<file path="src/rtl/cle_pkg.sv">
`timescale 1ns / 1ps
// ----------------------------------------------------------------------------
// cle_pkg
// Shared constants, codes and types of the circular list engine.
// ----------------------------------------------------------------------------
package cle_pkg;

	localparam int CAPACITY = 16;
	localparam int PTR_W    = $clog2(CAPACITY);
	localparam int CNT_W    = $clog2(CAPACITY + 1);
	localparam int VAL_W    = 32;

	localparam logic [1:0] REQ_APPEND = 2'd0;
	localparam logic [1:0] REQ_DELETE = 2'd1;
	localparam logic [1:0] REQ_READ   = 2'd2;

	localparam logic [1:0] STAT_OK        = 2'd0;
	localparam logic [1:0] STAT_NOT_FOUND = 2'd1;
	localparam logic [1:0] STAT_EMPTY     = 2'd2;
	localparam logic [1:0] STAT_FULL      = 2'd3;

	typedef enum logic [2:0] {
		ST_IDLE,
		ST_APP_NODE,
		ST_APP_LINK,
		ST_DEL_RD,
		ST_DEL_CHK,
		ST_RD_RD,
		ST_RD_OUT,
		ST_EMIT
	} cle_state_t;

	typedef struct packed {
		logic             value_we;
		logic             link_we;
		logic [PTR_W-1:0] addr;
		logic [VAL_W-1:0] value;
		logic [PTR_W-1:0] link;
	} node_wr_t;

endpackage

</file>
<file path="src/rtl/cle_node_mem.sv">
`timescale 1ns / 1ps
// ----------------------------------------------------------------------------
// cle_node_mem
// Node storage: value and link memories, one write port, one read port
// with registered read data.
// ----------------------------------------------------------------------------
module cle_node_mem (
	input  logic                          clk,
	input  cle_pkg::node_wr_t             wr,
	input  logic                          rd_en,
	input  logic [cle_pkg::PTR_W-1:0]     rd_addr,
	output logic [cle_pkg::VAL_W-1:0]     rd_value,
	output logic [cle_pkg::PTR_W-1:0]     rd_link
);
	import cle_pkg::*;

	logic [VAL_W-1:0] value_mem [CAPACITY];
	logic [PTR_W-1:0] link_mem  [CAPACITY];

	always_ff @(posedge clk) begin
		if (wr.value_we) begin
			value_mem[wr.addr] <= wr.value;
		end
		if (wr.link_we) begin
			link_mem[wr.addr] <= wr.link;
		end
	end

	// read data holds while rd_en is low
	always_ff @(posedge clk) begin
		if (rd_en) begin
			rd_value <= value_mem[rd_addr];
			rd_link  <= link_mem[rd_addr];
		end
	end

endmodule

</file>
<file path="src/rtl/circular_list_engine.sv">
`timescale 1ns / 1ps
// ----------------------------------------------------------------------------
// circular_list_engine
// Bounded circular singly linked list of signed 32-bit values.
// ----------------------------------------------------------------------------
// One request word is taken at a time; s_tready is high only while the engine
// is idle. An append writes the new node, then links the old tail (if any) to
// it, then posts its status. A delete issues a read of the head node, then
// checks one node per step through the link memory (up to the node count),
// then posts its status. A read issues a read of the head node and then gives
// one output word per stored node, in order from head to tail, with m_tlast on
// the final one. The pace of delete and read is set by the registered read
// data of the node memory: each step of the walk needs the link of the node
// before it. An empty list, a full list or a missing value gives a single
// status word. Request kind 3 is dropped without a result. Results wait in an
// output register, so a stalled m_tready only pauses the walk.
// ----------------------------------------------------------------------------
module circular_list_engine (
	input  logic        clk,
	input  logic        arst_n,
	input  logic        s_tvalid,
	output logic        s_tready,
	input  logic [31:0] s_tdata,   // [31:0] item_value
	input  logic [1:0]  s_tuser,   // [1:0] req_type
	output logic        m_tvalid,
	input  logic        m_tready,
	output logic [31:0] m_tdata,   // [31:0] read_value
	output logic [1:0]  m_tuser,   // [1:0] status
	output logic        m_tlast    // last_of_run
);
	import cle_pkg::*;

	cle_state_t state_q, state_nx;

	logic [PTR_W-1:0]    head_q, tail_q, cur_q, prev_q, slot_q;
	logic [CNT_W-1:0]    count_q, walk_q;
	logic [CAPACITY-1:0] free_q;
	logic [VAL_W-1:0]    val_q;
	logic [1:0]          stat_q;

	logic [PTR_W-1:0] free_slot;
	logic [VAL_W-1:0] rd_value;
	logic [PTR_W-1:0] rd_link;
	logic             rd_en;
	logic [PTR_W-1:0] rd_addr;
	node_wr_t         wr;

	logic             accept, can_emit, emit, emit_last, match, walk_end;
	logic [1:0]       emit_status;
	logic [VAL_W-1:0] emit_value;
	logic [CNT_W-1:0] walk_nx;
	logic             is_empty, is_full;

	assign accept   = s_tvalid && s_tready;
	assign can_emit = !m_tvalid || m_tready;
	assign match    = rd_value == val_q;
	assign walk_nx  = walk_q + CNT_W'(1);
	assign walk_end = walk_nx == count_q;
	assign is_empty = count_q == '0;
	assign is_full  = count_q == CNT_W'(CAPACITY);

	// lowest free slot
	always_comb begin
		free_slot = '0;
		for (int i = CAPACITY - 1; i >= 0; i--) begin
			if (free_q[i]) begin
				free_slot = PTR_W'(i);
			end
		end
	end

	cle_node_mem u_mem (
		.clk      (clk),
		.wr       (wr),
		.rd_en    (rd_en),
		.rd_addr  (rd_addr),
		.rd_value (rd_value),
		.rd_link  (rd_link)
	);

	// next state
	always_comb begin
		state_nx = state_q;
		unique case (state_q)
			ST_IDLE: begin
				if (s_tvalid) begin
					unique case (s_tuser)
						REQ_APPEND: state_nx = is_full  ? ST_EMIT : ST_APP_NODE;
						REQ_DELETE: state_nx = is_empty ? ST_EMIT : ST_DEL_RD;
						REQ_READ:   state_nx = is_empty ? ST_EMIT : ST_RD_RD;
						default:    state_nx = ST_IDLE;
					endcase
				end
			end
			ST_APP_NODE: state_nx = ST_APP_LINK;
			ST_APP_LINK: state_nx = ST_EMIT;
			ST_DEL_RD:   state_nx = ST_DEL_CHK;
			ST_DEL_CHK: begin
				if (match || walk_end) begin
					state_nx = ST_EMIT;
				end
			end
			ST_RD_RD: state_nx = ST_RD_OUT;
			ST_RD_OUT: begin
				if (can_emit && walk_end) begin
					state_nx = ST_IDLE;
				end
			end
			ST_EMIT: begin
				if (can_emit) begin
					state_nx = ST_IDLE;
				end
			end
			default: state_nx = ST_IDLE;
		endcase
	end

	// outputs of the state machine
	always_comb begin
		s_tready    = 1'b0;
		rd_en       = 1'b0;
		rd_addr     = cur_q;
		wr          = '0;
		emit        = 1'b0;
		emit_status = STAT_OK;
		emit_value  = '0;
		emit_last   = 1'b1;
		unique case (state_q)
			ST_IDLE: s_tready = 1'b1;
			ST_APP_NODE: begin
				wr.value_we = 1'b1;
				wr.link_we  = 1'b1;
				wr.addr     = slot_q;
				wr.value    = val_q;
				wr.link     = is_empty ? slot_q : head_q;
			end
			ST_APP_LINK: begin
				wr.link_we = !is_empty;
				wr.addr    = tail_q;
				wr.link    = slot_q;
			end
			ST_DEL_RD: begin
				rd_en   = 1'b1;
				rd_addr = cur_q;
			end
			ST_DEL_CHK: begin
				if (match) begin
					// unlink by pointing the predecessor past the match
					wr.link_we = !(cur_q == head_q && count_q == CNT_W'(1));
					wr.addr    = prev_q;
					wr.link    = rd_link;
				end else if (!walk_end) begin
					rd_en   = 1'b1;
					rd_addr = rd_link;
				end
			end
			ST_RD_RD: begin
				rd_en   = 1'b1;
				rd_addr = head_q;
			end
			ST_RD_OUT: begin
				if (can_emit) begin
					emit       = 1'b1;
					emit_value = rd_value;
					emit_last  = walk_end;
					rd_en      = !walk_end;
					rd_addr    = rd_link;
				end
			end
			ST_EMIT: begin
				if (can_emit) begin
					emit        = 1'b1;
					emit_status = stat_q;
				end
			end
			default: ;
		endcase
	end

	// list control state
	always_ff @(posedge clk or negedge arst_n) begin
		if (!arst_n) begin
			state_q <= ST_IDLE;
			head_q  <= '0;
			tail_q  <= '0;
			count_q <= '0;
			free_q  <= '1;
		end else begin
			state_q <= state_nx;
			if (state_q == ST_APP_LINK) begin
				if (is_empty) begin
					head_q <= slot_q;
				end
				tail_q         <= slot_q;
				free_q[slot_q] <= 1'b0;
				count_q        <= count_q + CNT_W'(1);
			end
			if (state_q == ST_DEL_CHK && match) begin
				if (cur_q == head_q) begin
					if (count_q == CNT_W'(1)) begin
						head_q <= '0;
						tail_q <= '0;
					end else begin
						head_q <= rd_link;
					end
				end else if (cur_q == tail_q) begin
					tail_q <= prev_q;
				end
				free_q[cur_q] <= 1'b1;
				count_q       <= count_q - CNT_W'(1);
			end
		end
	end

	// per-request working registers
	always_ff @(posedge clk) begin
		if (accept) begin
			val_q  <= s_tdata;
			slot_q <= free_slot;
			cur_q  <= head_q;
			prev_q <= tail_q;
			walk_q <= '0;
			priority if (s_tuser == REQ_APPEND && is_full) begin
				stat_q <= STAT_FULL;
			end else if (s_tuser != REQ_APPEND && is_empty) begin
				stat_q <= STAT_EMPTY;
			end else begin
				stat_q <= STAT_OK;
			end
		end
		if (state_q == ST_DEL_CHK) begin
			if (match) begin
				stat_q <= STAT_OK;
			end else if (walk_end) begin
				stat_q <= STAT_NOT_FOUND;
			end else begin
				prev_q <= cur_q;
				cur_q  <= rd_link;
				walk_q <= walk_nx;
			end
		end
		if (state_q == ST_RD_OUT && emit) begin
			walk_q <= walk_nx;
		end
	end

	// output register
	always_ff @(posedge clk or negedge arst_n) begin
		if (!arst_n) begin
			m_tvalid <= 1'b0;
		end else if (emit) begin
			m_tvalid <= 1'b1;
		end else if (m_tready) begin
			m_tvalid <= 1'b0;
		end
	end

	always_ff @(posedge clk) begin
		if (emit) begin
			m_tdata <= emit_value;
			m_tuser <= emit_status;
			m_tlast <= emit_last;
		end
	end

	a_count_bound: assert property (@(posedge clk) disable iff (!arst_n)
		count_q <= CNT_W'(CAPACITY))
		else $error("node count above capacity");

	a_free_consistent: assert property (@(posedge clk) disable iff (!arst_n)
		$countones(free_q) + int'(count_q) == CAPACITY)
		else $error("free map disagrees with node count");

	a_empty_ptrs: assert property (@(posedge clk) disable iff (!arst_n)
		is_empty |-> (head_q == '0 && tail_q == '0))
		else $error("empty list with nonzero head or tail");

	a_emit_slot_free: assert property (@(posedge clk) disable iff (!arst_n)
		emit |-> (!m_tvalid || m_tready))
		else $error("result word overwrites one not yet taken");

endmodule

</file>
<file path="config.mk">
export PLATFORM = sky130hd
export DESIGN_NAME = circular_list_engine
export DESIGN_NICKNAME = d
export VERILOG_FILES = /design/src/rtl/cle_pkg.sv /design/src/rtl/cle_node_mem.sv /design/src/rtl/circular_list_engine.sv
export SDC_FILE = /design/constraint.sdc
export NUM_CORES = 1
export LEC_CHECK = 0
export CAP_MARGIN = 20
export CORE_UTILIZATION = 30
export DETAILED_ROUTE_END_ITERATION = 10
export DONT_BUFFER_PORTS = 1
export GPL_TIMING_DRIVEN = 0
export SLEW_MARGIN = 20
export SYNTH_ARGS = -nofsm -noshare
export SYNTH_HDL_FRONTEND = slang
export SYNTH_SLANG_ARGS = --single-unit
</file>
<file path="constraint.sdc">
create_clock -name clk -period 7.2 [get_ports clk]
set_clock_uncertainty 0.05 [all_clocks]
set_input_delay 0.72 -clock clk [delete_from_list [all_inputs] [get_ports clk]]
set_output_delay 0.72 -clock clk [all_outputs]
set_load 0.01 [all_outputs]
</file>
==> impl_metrics.yaml <==
setup_path:
  end_kind: "register"
  crit_arrival_ps: 5590
  critPathBufInv: 1
  max_stage_delay_ps: 880
  crit_type: "reg -> reg"
  cp_slowest_cell: "nor4_2"
  ff2ff_path_depth: 9
  cp_top_family: "simple AND/OR/NAND/NOR gates"
  critPathRequiredTime_ps: 7490
  ff2ff_setup_slack_ps: 1900
  cp_num_cells: 9
  crit_chain: "xnor2_1 > nand4_1 > nor4_2 > nand3_1 > o21ai_0 > o221ai_1 > or2_2 > nor2_4 > buf_16"
  critPathMaxFanout: 17
  worstSetupStartpointType: "register"
clocking:
  clock_latency_ps: 650
  clockBufferDepth: 3
  root_buffer: "clkbuf_16"
  cts.sinks: 731
  numCtsBuffers: 77
  h-tree-depth: 3
  clk_pin_slew_ps: 60
  tritoncts: "built"
layout:
  antenna_cells: 0
  layout_commonest_cell: "edfxtp_1"
  nFillCells: 9386
  final_nets: 2316
  final_layout_size_suffix_gt1_share_pct: 12.8
  area.growth.synth_to_final_pct: 16.0
  layout_common_cells: "edfxtp_1, nand2_1, a21oi_1"
placement:
  dp_hpwl_um: 58900
  port_buffers: 0
  routabilityCongestion: 0.861
floorplanning:
  start_util_pct: 30.3
  die_x_um: 317
  coreArea_um2: 98300
  die_h_um: 317
  rows: 115
  fp.dieArea_um2: 100000
  io_pins: 75
timing:
  final.min_clock_period_ps: 5300
  finalSetupTns_ps: 0
  hold_viol: 0
  finalMaxSlewViolations: 0
  hold_slack_ps: 119
  finalCritPeriodShare_pct: 73.6
  rsz0062_at_grt: "no"
  slew_headroom_pct: 29.5
  fmax_ghz: 0.189
  setup_viol: 0
  tightest_slew_ps: 1060
grt:
  overflow: 0
  antenna_found_initial: 3
  grt_pass1_wl_um: 125000
  grt_usage_pct: 17.2
  grt_max_degree: 38
  grt_pass1_vias: 18300
run:
  drv_cap: 0
worst_hold_path:
  hp-class: "in -> reg"
  min_path_cells: 0
logic_synthesis:
  synth_edf_count: 683
  synthCells: 2169
  yosys_most_used_dff: "edfxtp_1"
  yosysWarnings: 0
  syn_area_um2: 29800
  synth_area_leader_cell: "edfxtp_1"
  synthDistinctLibCells: 65
  synthArstFlopShare_pct: 4.51
  synth_area_per_cell_um2: 13.7
  syn_nets: 2211
  ys_ff_latch: 731
  synth_top_area_share_pct: 68.9
  ys_seq_area_share_pct: 72.8
  yosys-top-cells-area: "edfxtp_1, nand2_1, a32oi_1"
detailed_routing:
  post_drt_wl_per_cell_um: 24.0
  final_antenna_net_count: 0
  vias_per_cell: 5.18
  firstDrtPassIters: 6
  drc: 0
  vias: 18800
  drtIter0Drc: 2085
  drt_wl_total_um: 86700
outcome:
  status: "completed"
timing repair:
item                      CTS  global route
setup buffers               0             0
hold buffers                2             0
gates resized for setup     0             0
hold endpoints to repair   33             0
layer usage:
layer	vias to the layer above	routed length (µm)	track usage, %
li1	8389	-	-
met1	9383	36500	23.6
met2	851	39500	26.5
met3	127	8720	4.82
met4	2	2090	4.91
met5	-	13	0
area by class of cell:
type                    count  area (µm²)  share of cell area, %
clock inverters            37         449                   1.30
clock buffers              98        2040                   5.90
plain buffers             140         726                   2.10
repair buffers             26         529                   1.53
multi-input cells        1283        7450                   21.6
flip-flops and latches    731       21700                   62.7
inverters                  15        58.8                  0.170
well taps                1287        1610                   4.67
synthesized netlist by cell type (15+ instances only):
| master | count |
|---|---|
| nand2_1 | 502 |
| a21oi_1 | 177 |
| o21ai_0 | 48 |
| a32o_1 | 36 |
| edfxtp_1 | 683 |
| buf_2 | 58 |
| a22oi_2 | 19 |
| nor2_1 | 73 |
| nand2b_1 | 16 |
| a22oi_1 | 20 |
| a32oi_1 | 108 |
| and2_1 | 33 |
| dfstp_2 | 16 |
| and3_1 | 35 |
| o211ai_1 | 31 |
| clkbuf_1 | 54 |
| buf_4 | 16 |
| xnor2_1 | 42 |
| dfxtp_1 | 15 |
| inv_1 | 15 |
| dfrtp_1 | 17 |
registers in the layout, summed over array words and instances, names as in the netlist, 5 cells and up:
signal,flops
free_q,16
u_mem.value_mem,512
u_mem.rd_value,32
count_q,5
val_q,32
m_tdata,32
u_mem.link_mem,64
walk_q,5
through the flow:
stage	std cells	utilization (%)	cell area [µm²]	worst slack, ps
floorplan	2169	-	29800	3200
global placement	3456	31.9	31400	-73.8
detailed placement	3480	32.6	32000	1870
CTS	3617	35.1	34500	1860
global route	3617	35.1	34500	1440
finish	3617	35.1	34500	1900
final timing paths:
| check | start | endpoint |
|---|---|---|
| worst max register to register | val_q[2] | u_mem.value_mem[15][17] |
| min in group asynchronous | arst_n | head_q[2] |
| worst min register to register | walk_q[1] | walk_q[1] |
| worst min-delay path | s_tdata[10] | val_q[10] |
| worst max-delay path | val_q[2] | u_mem.value_mem[15][17] |
| max in group asynchronous | arst_n | free_q[4] |
logic make-up (layout without fill, tap and decap cells):
logic type / after synthesis / after routing / share of synthesized area (%)
flip-flops: 731 / 731 / 72.8
AND/OR/NAND/NOR: 724 / 724 / 10.4
adder cells (fa/ha/maj): 4 / 4 / 0.168
AO/OA/AOI/OAI: 486 / 486 / 11.8
multiplexers: 14 / 14 / 0.475
buffers and inverters: 155 / 316 / 2.63
XOR/XNOR: 55 / 55 / 1.69
Power is not shown: default switching activity piles up to over one toggle a cycle in this logic, so the estimate is an artifact.
